<file path="src/rtl/pcf_pkg.sv">
`default_nettype none
// ============================================================================
// pcf_pkg - shared types and constants of the pitch complementary filter
// Fixed-point formats, the arctangent table, the queue word and the divider
// constants used by the front, the queue and the back end.
// ============================================================================
package pcf_pkg;

   // CORDIC coordinates: raw counts * 2^16, with room for the CORDIC gain
   localparam int unsigned CORD_W     = 36;
   // Q.24 angle, covers -pi..pi plus the CORDIC overshoot
   localparam int unsigned ANG_W      = 28;
   localparam int unsigned ATAN_LEN   = 24;
   localparam int unsigned ATAN_IDX_W = 5;

   localparam logic signed [ANG_W-1:0] Q24_HALF_PI = 28'sd26353589;

   // Gyro change: round(|rate*dt| * 4096 / 10^6) = floor((|p|*128 + 15625) / 31250)
   localparam int unsigned DIV_NUM_W = 39;
   localparam int unsigned DIV_LOW_W = 26;                 // bits fed two per step
   localparam int unsigned DIV_STEPS = DIV_LOW_W / 2;
   localparam int unsigned DIV_REM_W = 15;
   localparam logic [DIV_NUM_W-1:0] DIV_BIAS = 39'd15625;
   localparam logic [16:0] DIV_D1 = 17'd31250;
   localparam logic [16:0] DIV_D2 = 17'd62500;
   localparam logic [16:0] DIV_D3 = 17'd93750;

   localparam logic [15:0] ALPHA_RESET = 16'd64225;

   localparam int unsigned QDEPTH  = 2;
   localparam int unsigned QPTR_W  = $clog2(QDEPTH);
   localparam int unsigned QCNT_W  = $clog2(QDEPTH + 1);

   // pre-rotation applied to the accelerometer vector
   typedef enum logic [1:0] {
      QUAD_NONE = 2'd0,
      QUAD_POS  = 2'd1,
      QUAD_NEG  = 2'd2
   } quad_type;

   // one classified sample, front to back
   typedef struct packed {
      logic               zero_vec;
      quad_type           quad;
      logic signed [16:0] cx0;
      logic signed [16:0] cy0;
      logic signed [32:0] rate_dt;
   } desc_type;

   typedef struct packed {
      logic empty;
      logic full;
   } qstat_type;

   // atan(2^-i) in Q.24
   function automatic logic signed [ANG_W-1:0] atan_q24(input logic [ATAN_IDX_W-1:0] idx);
      logic signed [ANG_W-1:0] v;
      unique case (idx)
         5'd0:    v = 28'sd13176795;
         5'd1:    v = 28'sd7778716;
         5'd2:    v = 28'sd4110060;
         5'd3:    v = 28'sd2086331;
         5'd4:    v = 28'sd1047214;
         5'd5:    v = 28'sd524117;
         5'd6:    v = 28'sd262123;
         5'd7:    v = 28'sd131069;
         5'd8:    v = 28'sd65536;
         5'd9:    v = 28'sd32768;
         5'd10:   v = 28'sd16384;
         5'd11:   v = 28'sd8192;
         5'd12:   v = 28'sd4096;
         5'd13:   v = 28'sd2048;
         5'd14:   v = 28'sd1024;
         5'd15:   v = 28'sd512;
         5'd16:   v = 28'sd256;
         5'd17:   v = 28'sd128;
         5'd18:   v = 28'sd64;
         5'd19:   v = 28'sd32;
         5'd20:   v = 28'sd16;
         5'd21:   v = 28'sd8;
         5'd22:   v = 28'sd4;
         5'd23:   v = 28'sd2;
         default: v = '0;
      endcase
      return v;
   endfunction

   // raw 17-bit count to CORDIC coordinate (times 2^16)
   function automatic logic signed [CORD_W-1:0] coord_load(input logic signed [16:0] v);
      return {{(CORD_W-33){v[16]}}, v, 16'b0};
   endfunction

endpackage
`default_nettype wire

</file>
<file path="src/rtl/pitch_complementary_filter.sv">
`default_nettype none
// ============================================================================
// pitch_complementary_filter - one-axis pitch estimator
// Blends the accelerometer pitch atan2(x, z) with the integrated gyro rate.
// ============================================================================
// Each accepted word carries accelerometer x and z (raw counts, same scale),
// the pitch rate in rad/s as Q3.12 and the microseconds since the previous
// sample. The block finds atan2(x, z) with a vectoring CORDIC, adds
// rate * interval (interval taken in seconds, rounded to Q.24, ties away from
// zero) to the stored pitch, blends the two as
// alpha * gyro_path + (1 - alpha) * accel_pitch with alpha = csr_wr_data/65536,
// and returns the new pitch rounded and saturated to Q3.12. That value is
// also the stored pitch for the next sample. After reset the pitch is zero and
// alpha is 64225/65536. Both accelerometer axes zero give an accelerometer
// pitch of zero. The engine's time on a sample is set by the longer of the
// CORDIC loop, which runs one micro-rotation per cycle on a single shift-add
// stage, and a radix-4 divider that works out the gyro change alongside it.
// A two-entry queue in front of the engine keeps taking words while a result
// waits to be read.
// Write alpha only while the block is idle.
// ============================================================================
module pitch_complementary_filter #(
   parameter int unsigned CORDIC_STEPS = 14
) (
   input  logic               clock,
   input  logic               reset,
   input  logic               req_valid,
   output logic               req_stall,
   input  logic signed [15:0] req_accel_x,
   input  logic signed [15:0] req_accel_z,
   input  logic signed [15:0] req_gyro_y_rate,
   input  logic [15:0]        req_interval_us,
   output logic               rsp_valid,
   input  logic               rsp_stall,
   output logic signed [15:0] rsp_pitch,
   input  logic               csr_wr_en,
   input  logic [15:0]        csr_wr_data
);

   // gyro-path weight, in 1/65536
   logic [15:0]           blend_alpha_ff, blend_alpha_in;

   logic                  fwd_valid;
   pcf_pkg::desc_type     fwd_desc;
   logic                  q_push;
   logic                  q_pop;
   pcf_pkg::desc_type     q_head;
   pcf_pkg::qstat_type    q_stat;

   assign blend_alpha_in = csr_wr_en ? csr_wr_data : blend_alpha_ff;

   always_ff @(posedge clock) begin
      if (reset) begin
         blend_alpha_ff <= pcf_pkg::ALPHA_RESET;
      end else begin
         blend_alpha_ff <= blend_alpha_in;
      end
   end

   // intake: classify the sample and hold it until the queue has room
   pcf_front u_front (
      .clock           (clock),
      .reset           (reset),
      .req_valid       (req_valid),
      .req_stall       (req_stall),
      .req_accel_x     (req_accel_x),
      .req_accel_z     (req_accel_z),
      .req_gyro_y_rate (req_gyro_y_rate),
      .req_interval_us (req_interval_us),
      .fwd_valid       (fwd_valid),
      .fwd_desc        (fwd_desc),
      .fwd_take        (q_push)
   );

   // advance a classified word whenever the queue is not full
   assign q_push = fwd_valid && !q_stat.full;

   pcf_queue u_queue (
      .clock     (clock),
      .reset     (reset),
      .push      (q_push),
      .push_desc (fwd_desc),
      .pop       (q_pop),
      .head_desc (q_head),
      .stat      (q_stat)
   );

   // engine: drop one word from the queue at a time and produce its pitch
   pcf_back #(
      .CORDIC_STEPS (CORDIC_STEPS)
   ) u_back (
      .clock       (clock),
      .reset       (reset),
      .head_valid  (!q_stat.empty),
      .head_desc   (q_head),
      .head_pop    (q_pop),
      .blend_alpha (blend_alpha_ff),
      .rsp_valid   (rsp_valid),
      .rsp_stall   (rsp_stall),
      .rsp_pitch   (rsp_pitch)
   );

`ifndef SYNTH
   a_push_room: assert property (@(posedge clock) disable iff (reset)
      q_push |-> !q_stat.full)
      else $error("queue push while full");

   a_pop_data: assert property (@(posedge clock) disable iff (reset)
      q_pop |-> !q_stat.empty)
      else $error("queue pop while empty");

   a_stat_sane: assert property (@(posedge clock) disable iff (reset)
      !(q_stat.full && q_stat.empty))
      else $error("queue both full and empty");

   a_accept_held: assert property (@(posedge clock) disable iff (reset)
      (req_valid && !req_stall) |=> fwd_valid)
      else $error("accepted word not held by intake");
`endif

endmodule
`default_nettype wire

</file>
<file path="src/rtl/pcf_front.sv">
`default_nettype none
// ============================================================================
// pcf_front - sample intake
// Accepts a sample, pre-rotates the accelerometer vector into the right half
// plane, flags the zero vector and forms rate * interval.
// ============================================================================
module pcf_front (
   input  logic                   clock,
   input  logic                   reset,
   input  logic                   req_valid,
   output logic                   req_stall,
   input  logic signed [15:0]     req_accel_x,
   input  logic signed [15:0]     req_accel_z,
   input  logic signed [15:0]     req_gyro_y_rate,
   input  logic [15:0]            req_interval_us,
   output logic                   fwd_valid,
   output pcf_pkg::desc_type      fwd_desc,
   input  logic                   fwd_take
);

   logic              valid_ff, valid_in;
   pcf_pkg::desc_type desc_ff, desc_in, desc_new;
   logic              accept;
   logic signed [16:0] dt_s;

   assign req_stall = valid_ff && !fwd_take;
   assign accept    = req_valid && !req_stall;
   assign dt_s      = {1'b0, req_interval_us};

   always_comb begin
      desc_new.zero_vec = (req_accel_x == '0) && (req_accel_z == '0);
      desc_new.rate_dt  = req_gyro_y_rate * dt_s;
      if (req_accel_z[15]) begin
         if (!req_accel_x[15]) begin
            desc_new.quad = pcf_pkg::QUAD_POS;
            desc_new.cx0  = 17'(req_accel_x);
            desc_new.cy0  = -17'(req_accel_z);
         end else begin
            desc_new.quad = pcf_pkg::QUAD_NEG;
            desc_new.cx0  = -17'(req_accel_x);
            desc_new.cy0  = 17'(req_accel_z);
         end
      end else begin
         desc_new.quad = pcf_pkg::QUAD_NONE;
         desc_new.cx0  = 17'(req_accel_z);
         desc_new.cy0  = 17'(req_accel_x);
      end
   end

   always_comb begin
      valid_in = valid_ff;
      desc_in  = desc_ff;
      if (fwd_take) begin
         valid_in = 1'b0;
      end
      if (accept) begin
         valid_in = 1'b1;
         desc_in  = desc_new;
      end
   end

   always_ff @(posedge clock) begin
      if (reset) begin
         valid_ff <= 1'b0;
      end else begin
         valid_ff <= valid_in;
      end
   end

   always_ff @(posedge clock) begin
      desc_ff <= desc_in;
   end

   assign fwd_valid = valid_ff;
   assign fwd_desc  = desc_ff;

endmodule
`default_nettype wire

</file>
<file path="src/rtl/pcf_queue.sv">
`default_nettype none
// ============================================================================
// pcf_queue - short sample queue
// Decouples the intake from the filter engine so each side stalls on its own.
// ============================================================================
module pcf_queue (
   input  logic                  clock,
   input  logic                  reset,
   input  logic                  push,
   input  pcf_pkg::desc_type     push_desc,
   input  logic                  pop,
   output pcf_pkg::desc_type     head_desc,
   output pcf_pkg::qstat_type    stat
);

   pcf_pkg::desc_type                  mem_ff [pcf_pkg::QDEPTH];
   logic [pcf_pkg::QPTR_W-1:0]         wr_ptr_ff, wr_ptr_in;
   logic [pcf_pkg::QPTR_W-1:0]         rd_ptr_ff, rd_ptr_in;
   logic [pcf_pkg::QCNT_W-1:0]         cnt_ff, cnt_in;

   localparam logic [pcf_pkg::QPTR_W-1:0] PTR_LAST = pcf_pkg::QPTR_W'(pcf_pkg::QDEPTH - 1);
   localparam logic [pcf_pkg::QCNT_W-1:0] CNT_FULL = pcf_pkg::QCNT_W'(pcf_pkg::QDEPTH);

   always_comb begin
      wr_ptr_in = wr_ptr_ff;
      rd_ptr_in = rd_ptr_ff;
      cnt_in    = cnt_ff;
      if (push) begin
         wr_ptr_in = (wr_ptr_ff == PTR_LAST) ? '0 : wr_ptr_ff + 1'b1;
      end
      if (pop) begin
         rd_ptr_in = (rd_ptr_ff == PTR_LAST) ? '0 : rd_ptr_ff + 1'b1;
      end
      if (push && !pop) begin
         cnt_in = cnt_ff + 1'b1;
      end else if (pop && !push) begin
         cnt_in = cnt_ff - 1'b1;
      end
   end

   always_ff @(posedge clock) begin
      if (reset) begin
         wr_ptr_ff <= '0;
         rd_ptr_ff <= '0;
         cnt_ff    <= '0;
      end else begin
         wr_ptr_ff <= wr_ptr_in;
         rd_ptr_ff <= rd_ptr_in;
         cnt_ff    <= cnt_in;
      end
   end

   always_ff @(posedge clock) begin
      if (push) begin
         mem_ff[wr_ptr_ff] <= push_desc;
      end
   end

   assign head_desc  = mem_ff[rd_ptr_ff];
   assign stat.empty = (cnt_ff == '0);
   assign stat.full  = (cnt_ff == CNT_FULL);

endmodule
`default_nettype wire

</file>
<file path="src/rtl/pcf_back.sv">
`default_nettype none
// ============================================================================
// pcf_back - filter engine
// Vectoring CORDIC for atan2, a radix-4 constant divider for the gyro change,
// then the blend, rounding and saturation, and the result register.
// ============================================================================
module pcf_back #(
   parameter int unsigned CORDIC_STEPS = 14
) (
   input  logic                  clock,
   input  logic                  reset,
   input  logic                  head_valid,
   input  pcf_pkg::desc_type     head_desc,
   output logic                  head_pop,
   input  logic [15:0]           blend_alpha,
   output logic                  rsp_valid,
   input  logic                  rsp_stall,
   output logic signed [15:0]    rsp_pitch
);

   localparam int unsigned CW    = pcf_pkg::CORD_W;
   localparam int unsigned AW    = pcf_pkg::ANG_W;
   localparam int unsigned ITERS = (CORDIC_STEPS < pcf_pkg::ATAN_LEN) ?
                                   CORDIC_STEPS : pcf_pkg::ATAN_LEN;
   localparam int unsigned RUN_CYCLES = (ITERS > pcf_pkg::DIV_STEPS) ?
                                        ITERS : pcf_pkg::DIV_STEPS;
   localparam int unsigned CNT_W  = $clog2(RUN_CYCLES + 1);
   localparam int unsigned DIFF_W = 30;
   localparam int unsigned PROD_W = DIFF_W + 17;
   localparam int unsigned SUM_W  = PROD_W + 1;
   localparam int unsigned QW     = pcf_pkg::DIV_LOW_W;
   localparam int unsigned RW     = pcf_pkg::DIV_REM_W;
   localparam logic [CNT_W-1:0] CNT_LAST = CNT_W'(RUN_CYCLES - 1);
   localparam logic [CNT_W-1:0] CORD_END = CNT_W'(ITERS);
   localparam logic [CNT_W-1:0] DIV_END  = CNT_W'(pcf_pkg::DIV_STEPS);
   localparam logic signed [SUM_W-1:0] ROUND_HALF = SUM_W'(64'd1 << 27);

   typedef enum logic [4:0] {
      ST_IDLE = 5'b00001,
      ST_RUN  = 5'b00010,
      ST_DIFF = 5'b00100,
      ST_MUL  = 5'b01000,
      ST_FIN  = 5'b10000
   } state_type;

   state_type                 state_ff, state_in;
   logic [CNT_W-1:0]          cnt_ff, cnt_in;
   logic signed [CW-1:0]      cx_ff, cx_in, cy_ff, cy_in;
   logic signed [AW-1:0]      ang_ff, ang_in;
   logic                      zero_ff, zero_in;
   logic                      neg_ff, neg_in;
   logic [RW-1:0]             rem_ff, rem_in;
   logic [QW-1:0]             dnd_ff, dnd_in;
   logic [QW-1:0]             quo_ff, quo_in;
   logic signed [DIFF_W-1:0]  diff_ff, diff_in;
   logic signed [PROD_W-1:0]  prod_ff, prod_in;
   logic signed [15:0]        prev_ff, prev_in;
   logic signed [15:0]        pitch_ff, pitch_in;
   logic                      rsp_valid_ff, rsp_valid_in;

   logic [32:0]               mag;
   logic [pcf_pkg::DIV_NUM_W-1:0] num;
   logic signed [CW-1:0]      dx, dy;
   logic signed [AW-1:0]      atan_v;
   logic [16:0]               r4;
   logic signed [DIFF_W-1:0]  gyro;
   logic signed [DIFF_W-1:0]  chg;
   logic signed [16:0]        alpha_s;
   logic signed [SUM_W-1:0]   sum;
   logic signed [19:0]        res;
   logic                      fin_fire;

   assign alpha_s  = {1'b0, blend_alpha};
   assign fin_fire = (state_ff == ST_FIN) && (!rsp_valid_ff || !rsp_stall);
   assign head_pop = (state_ff == ST_IDLE) && head_valid;

   always_comb begin
      state_in = state_ff;
      cnt_in   = cnt_ff;
      cx_in    = cx_ff;
      cy_in    = cy_ff;
      ang_in   = ang_ff;
      zero_in  = zero_ff;
      neg_in   = neg_ff;
      rem_in   = rem_ff;
      dnd_in   = dnd_ff;
      quo_in   = quo_ff;
      diff_in  = diff_ff;
      prod_in  = prod_ff;
      prev_in  = prev_ff;
      pitch_in = pitch_ff;

      mag    = head_desc.rate_dt[32] ? 33'(-head_desc.rate_dt) : 33'(head_desc.rate_dt);
      num    = {1'b0, mag[30:0], 7'b0} + pcf_pkg::DIV_BIAS;
      dx     = cy_ff >>> cnt_ff;
      dy     = cx_ff >>> cnt_ff;
      atan_v = pcf_pkg::atan_q24(pcf_pkg::ATAN_IDX_W'(cnt_ff));
      r4     = {rem_ff, dnd_ff[QW-1 -: 2]};
      chg    = neg_ff ? -DIFF_W'(signed'({1'b0, quo_ff})) : DIFF_W'(signed'({1'b0, quo_ff}));
      gyro   = DIFF_W'(signed'({prev_ff, 12'b0})) + chg;
      sum    = SUM_W'(prod_ff) + (SUM_W'(ang_ff) <<< 16) + ROUND_HALF;
      res    = sum[SUM_W-1:28];

      unique case (state_ff)
         ST_IDLE: begin
            if (head_valid) begin
               cx_in   = pcf_pkg::coord_load(head_desc.cx0);
               cy_in   = pcf_pkg::coord_load(head_desc.cy0);
               zero_in = head_desc.zero_vec;
               neg_in  = head_desc.rate_dt[32];
               rem_in  = RW'(num[pcf_pkg::DIV_NUM_W-1:QW]);
               dnd_in  = num[QW-1:0];
               quo_in  = '0;
               cnt_in  = '0;
               unique case (head_desc.quad)
                  pcf_pkg::QUAD_POS: ang_in = pcf_pkg::Q24_HALF_PI;
                  pcf_pkg::QUAD_NEG: ang_in = -pcf_pkg::Q24_HALF_PI;
                  default:           ang_in = '0;
               endcase
               state_in = ST_RUN;
            end
         end
         ST_RUN: begin
            // one CORDIC micro-rotation
            if ((cnt_ff < CORD_END) && !zero_ff) begin
               if (!cy_ff[CW-1]) begin
                  cx_in  = cx_ff + dx;
                  cy_in  = cy_ff - dy;
                  ang_in = ang_ff + atan_v;
               end else begin
                  cx_in  = cx_ff - dx;
                  cy_in  = cy_ff + dy;
                  ang_in = ang_ff - atan_v;
               end
            end
            // two quotient bits of the gyro-change division
            if (cnt_ff < DIV_END) begin
               dnd_in = {dnd_ff[QW-3:0], 2'b00};
               priority if (r4 >= pcf_pkg::DIV_D3) begin
                  rem_in = RW'(r4 - pcf_pkg::DIV_D3);
                  quo_in = {quo_ff[QW-3:0], 2'd3};
               end else if (r4 >= pcf_pkg::DIV_D2) begin
                  rem_in = RW'(r4 - pcf_pkg::DIV_D2);
                  quo_in = {quo_ff[QW-3:0], 2'd2};
               end else if (r4 >= pcf_pkg::DIV_D1) begin
                  rem_in = RW'(r4 - pcf_pkg::DIV_D1);
                  quo_in = {quo_ff[QW-3:0], 2'd1};
               end else begin
                  rem_in = RW'(r4);
                  quo_in = {quo_ff[QW-3:0], 2'd0};
               end
            end
            cnt_in = cnt_ff + 1'b1;
            if (cnt_ff == CNT_LAST) begin
               state_in = ST_DIFF;
            end
         end
         ST_DIFF: begin
            diff_in  = gyro - DIFF_W'(ang_ff);
            state_in = ST_MUL;
         end
         ST_MUL: begin
            prod_in  = diff_ff * alpha_s;
            state_in = ST_FIN;
         end
         ST_FIN: begin
            if (fin_fire) begin
               priority if (res > 20'sd32767) begin
                  pitch_in = 16'sh7FFF;
               end else if (res < -20'sd32768) begin
                  pitch_in = 16'sh8000;
               end else begin
                  pitch_in = res[15:0];
               end
               prev_in  = pitch_in;
               state_in = ST_IDLE;
            end
         end
         default: begin
            state_in = ST_IDLE;
         end
      endcase
   end

   assign rsp_valid_in = (rsp_valid_ff && rsp_stall) || fin_fire;

   always_ff @(posedge clock) begin
      if (reset) begin
         state_ff     <= ST_IDLE;
         prev_ff      <= '0;
         rsp_valid_ff <= 1'b0;
      end else begin
         state_ff     <= state_in;
         prev_ff      <= prev_in;
         rsp_valid_ff <= rsp_valid_in;
      end
   end

   always_ff @(posedge clock) begin
      cnt_ff   <= cnt_in;
      cx_ff    <= cx_in;
      cy_ff    <= cy_in;
      ang_ff   <= ang_in;
      zero_ff  <= zero_in;
      neg_ff   <= neg_in;
      rem_ff   <= rem_in;
      dnd_ff   <= dnd_in;
      quo_ff   <= quo_in;
      diff_ff  <= diff_in;
      prod_ff  <= prod_in;
      pitch_ff <= pitch_in;
   end

   assign rsp_valid = rsp_valid_ff;
   assign rsp_pitch = pitch_ff;

endmodule
`default_nettype wire

</file>
<file path="config.mk">
export PLATFORM = sky130hd
export DESIGN_NAME = pitch_complementary_filter
export DESIGN_NICKNAME = d
export VERILOG_FILES = /design/src/rtl/pcf_pkg.sv /design/src/rtl/pitch_complementary_filter.sv /design/src/rtl/pcf_front.sv /design/src/rtl/pcf_queue.sv /design/src/rtl/pcf_back.sv
export SDC_FILE = /design/constraint.sdc
export NUM_CORES = 2
export LEC_CHECK = 0
export ABC_CLOCK_PERIOD_IN_PS = 14850
export BUFFER_PORTS_ARGS = -buffer_cell sky130_fd_sc_hd__buf_2
export CAP_MARGIN = 20
export CELL_PAD_IN_SITES_DETAIL_PLACEMENT = 1
export CELL_PAD_IN_SITES_GLOBAL_PLACEMENT = 1
export CORE_UTILIZATION = 50
export CTS_CLUSTER_SIZE = 8
export DETAILED_ROUTE_END_ITERATION = 8
export PLACE_DENSITY = 0.83
export SYNTH_ARGS = -nofsm -noshare
export SYNTH_HDL_FRONTEND = slang
export SYNTH_SLANG_ARGS = --single-unit
</file>
<file path="constraint.sdc">
create_clock -name clock -period 14.85 [get_ports clock]
set_input_delay 0 -clock clock [delete_from_list [all_inputs] [get_ports clock]]
set_output_delay 0 -clock clock [all_outputs]
set_load 0.03 [all_outputs]
</file>
==> flow_metrics.env <==
export IMPL_status="complete, no violations"
export IMPL_start_util=0.504
export IMPL_fin_crit_ps=7830
export IMPL_rsz0062_at_grt="false"
export IMPL_overflow=0
export IMPL_final_layout_size_suffix_gt1_frac=0.0663
export IMPL_final_seq_area_um2=15000
export IMPL_worstMarginPinSlew_ps=1100
export IMPL_finalSetupViolations=0
export IMPL_fin_worst_skew_ps=48.6
export IMPL_io_buffers=102
export IMPL_synth_area_um2=61500
export IMPL_drt_iter0_drc=3348
export IMPL_crit_fanout=16
export IMPL_firstDrtPassIters=7
export IMPL_start_kind="register"
export IMPL_ys_seq_area_frac=0.245
export IMPL_ys_types=102
export IMPL_routed_wirelength_mm=187
export IMPL_fmax_mhz=128
export IMPL_grt_total_usage=0.303
export IMPL_ant_nets=0
export IMPL_yosys_register_bits=523
export IMPL_crit_type="register to register"
export IMPL_die_y_um=353
export IMPL_dieWidth_um=353
export IMPL_fillers=13600
export IMPL_path_cells="buf_4, nand2_1, fa_1, inv_1, fa_1, inv_1, fa_1, inv_1, fa_1, fa_1, inv_1, fa_1, inv_1, ha_1, o21a_1, o211a_1, a22o_1, a21o_1, a21oi_1, o21ai_0, a41oi_1, a21oi_1, a21oi_1, xnor2_1"
export IMPL_cp_num_buf_inv=6
export IMPL_crit_path_top_delay_cell="dfxtp_1"
export IMPL_via_count=48500
export IMPL_min_period_over_period=0.527
export IMPL_cpMostUsedCell="fa_1"
export IMPL_cts_tree="built"
export IMPL_synth_warnings=0
export IMPL_synthCells=6393
export IMPL_fin_tns_setup_ps=0
export IMPL_synth_area_per_cell_um2=9.62
export IMPL_grt_pass1_vias=53900
export IMPL_synth_edff_count=456
export IMPL_synth_net_count=7607
export IMPL_clock_sinks=523
export IMPL_critical_path_arrival_ps=8270
export IMPL_endpoint_kind="register"
export IMPL_slew_viol_final=0
export IMPL_cts_buffer_depth=3
export IMPL_multi_input_area_um2=42000
export IMPL_rows=128
export IMPL_async_flop_share=0
export IMPL_antenna_found_initial=6
export IMPL_critPathTopFamily="adder cells"
export IMPL_cap_violations=0
export IMPL_ios=103
export IMPL_crit_required_ps=15290
export IMPL_coreArea_um2=122000
export IMPL_dp_hpwl_mm=138
export IMPL_grt_max_degree=79
export IMPL_synth_ff_type="edfxtp_1"
export IMPL_finalHoldViolations=0
export IMPL_cts_inserted_buffers=78
export IMPL_routed_via_density=5.98
export IMPL_drcViolationCount=0
export IMPL_cpPeakStageDelay_ps=740
export IMPL_clk_pin_slew_ps=50
export IMPL_ctsResizeCount=0
export IMPL_max_slew_margin=0.265
export IMPL_rrSetupSlack_ps=7020
export IMPL_area_delta_synth_final_pct=8.18
export IMPL_cts_max_level=3
export IMPL_root_buffer="clkbuf_16"
export IMPL_gp_congestion=0.884
export IMPL_clock_latency_ps=700
export IMPL_detail_route_wl_per_cell_um=23.0
export IMPL_hold_class="input port to register"
export IMPL_grt_pass1_wl_mm=298
export IMPL_dieArea_um2=124000
export IMPL_final_nets=7657
cells in the mapped netlist (all sizes together), types with 113 or more instances:
| cell | instances | share of area |
|---|---|---|
| a21o | 113 | 0.014 |
| a21oi | 300 | 0.024 |
| and2 | 389 | 0.040 |
| clkbuf | 210 | 0.013 |
| edfxtp | 456 | 0.22 |
| fa | 674 | 0.22 |
| ha | 455 | 0.093 |
| inv | 896 | 0.055 |
| mux2i | 113 | 0.020 |
| nand2 | 740 | 0.045 |
| nor2 | 359 | 0.022 |
| o21ai | 213 | 0.017 |
| xnor2 | 250 | 0.036 |
| xor2 | 139 | 0.020 |
cell usage in the layout (no fill, tap or decap), drive strengths merged, types with 22 or more instances in the layout:
cell         synthesis  layout
nor3                96      96
clkbuf             210     114
nor2               359     359
or2                 25      25
mux2                48      48
mux4                74      74
xor2               139     139
a21oi              300     300
dfxtp               67      67
nand4               27      27
xnor2              250     250
nand2              740     740
dlygate4sd3          0      89
nor3b               22      22
nand3               65      65
mux2i              113     113
o211ai              26      26
fa                 674     674
ha                 455     455
nor2b               48      48
nor4                22      22
a31oi               57      57
o31ai               29      29
and3                36      36
nand2b              40      40
and2               389     389
buf                 59     150
o21bai              22      22
a21o               113     113
edfxtp             456     456
o21ai              213     213
a211oi              53      53
inv                896     899
o21a                47      47
area by class of cell:
| class | instances | share of cell area |
|---|---|---|
| multi-input cells | 4704 | 0.631 |
| flip-flops and latches | 523 | 0.226 |
| inverters | 897 | 0.0507 |
| clock buffers | 114 | 0.0317 |
| well taps | 1625 | 0.0306 |
| repair buffers | 239 | 0.0274 |
| clock inverters | 10 | 0.00222 |
| diodes | 5 | 0.000188 |
worst reg2reg max path, cell delays in order (launching register included):
cell	delay [ps]
dfxtp_1	740
buf_4	360
nand2_1	110
fa_1	500
inv_1	60
fa_1	550
inv_1	60
fa_1	490
inv_1	70
fa_1	500
fa_1	560
inv_1	80
fa_1	580
inv_1	70
ha_1	310
o21a_1	140
o211a_1	230
a22o_1	200
a21o_1	250
a21oi_1	550
o21ai_0	360
a41oi_1	420
a21oi_1	160
a21oi_1	200
xnor2_1	80
repair_timing:
item | 4_1_cts | 5_1_grt
hold buffers | 89 | 0
buffers inserted | 0 | 0
endpoints found under the hold margin | 76 | 0
per-layer routing:
metal / wire [um] / GRT usage / vias up
met5: 0 / 0 / -
met4: 9080 / 0.145 / 0
met3: 8570 / 0.0308 / 532
met2: 94500 / 0.532 / 1582
met1: 74400 / 0.373 / 25000
li1: - / - / 21500
flip-flops by register name, summed over array words and instances (netlist names), 2 cells and up, named ones only:
signal            count
u_queue.mem_ff      138
u_front.fwd_desc     69
u_back.cx_ff         36
u_back.cy_ff         36
u_back.prod_ff       31
u_back.diff_ff       30
u_back.ang_ff        28
u_back.quo_ff        26
u_back.dnd_ff        25
u_back.atan_v        23
blend_alpha_ff       16
u_back.prev_ff       16
u_back.rsp_pitch     16
u_back.rem_ff        15
u_back.state_ff       5
u_back.cnt_ff         4
u_queue.cnt_ff        2
through the flow:
stage | hold WS, ps | std cells | instance area [um^2] | setup WS (ps) | util
after floorplan | 118 | 6393 | 61500 | 8510 | -
after global placement | 210 | 7894 | 63300 | 7500 | 0.519
after detailed placement | 210 | 7895 | 63300 | 7150 | 0.519
after CTS | 23.8 | 8108 | 66400 | 7160 | 0.545
after global routing | 62.6 | 8117 | 66500 | 6700 | 0.546
final | 37.8 | 8117 | 66500 | 7020 | 0.546
worst paths after layout:
check / from / endpoint / cells after the start
hold reg to reg: u_front.fwd_desc[25]$_DFFE_PP_ / u_queue.mem_ff[1][25]$_DFFE_PP_ / 0
hold / removal: csr_wr_en / blend_alpha_ff[4]$_SDFFE_PP0P_ / 3
setup reg to reg: blend_alpha_ff[8]$_SDFFE_PP0P_ / u_back.prod_ff[46]$_DFFE_PP_ / 24
setup / recovery: blend_alpha_ff[8]$_SDFFE_PP0P_ / u_back.prod_ff[46]$_DFFE_PP_ / 24
kinds of logic (layout without fill, tap and decap cells):
logic type / after synthesis / in the layout / synth area share
other: 1 / 6 / 0.0000610
adder cells (fa/ha/maj): 1129 / 1129 / 0.312
AO/OA/AOI/OAI: 1029 / 1029 / 0.108
flip-flops: 523 / 523 / 0.245
multiplexers: 235 / 235 / 0.0559
buffers and inverters: 1166 / 1260 / 0.0735
XOR/XNOR: 389 / 389 / 0.0554
AND/OR/NAND/NOR: 1921 / 1921 / 0.151
Power is not shown: default switching activity piles up to over one toggle a cycle in this logic, so the estimate is an artifact.
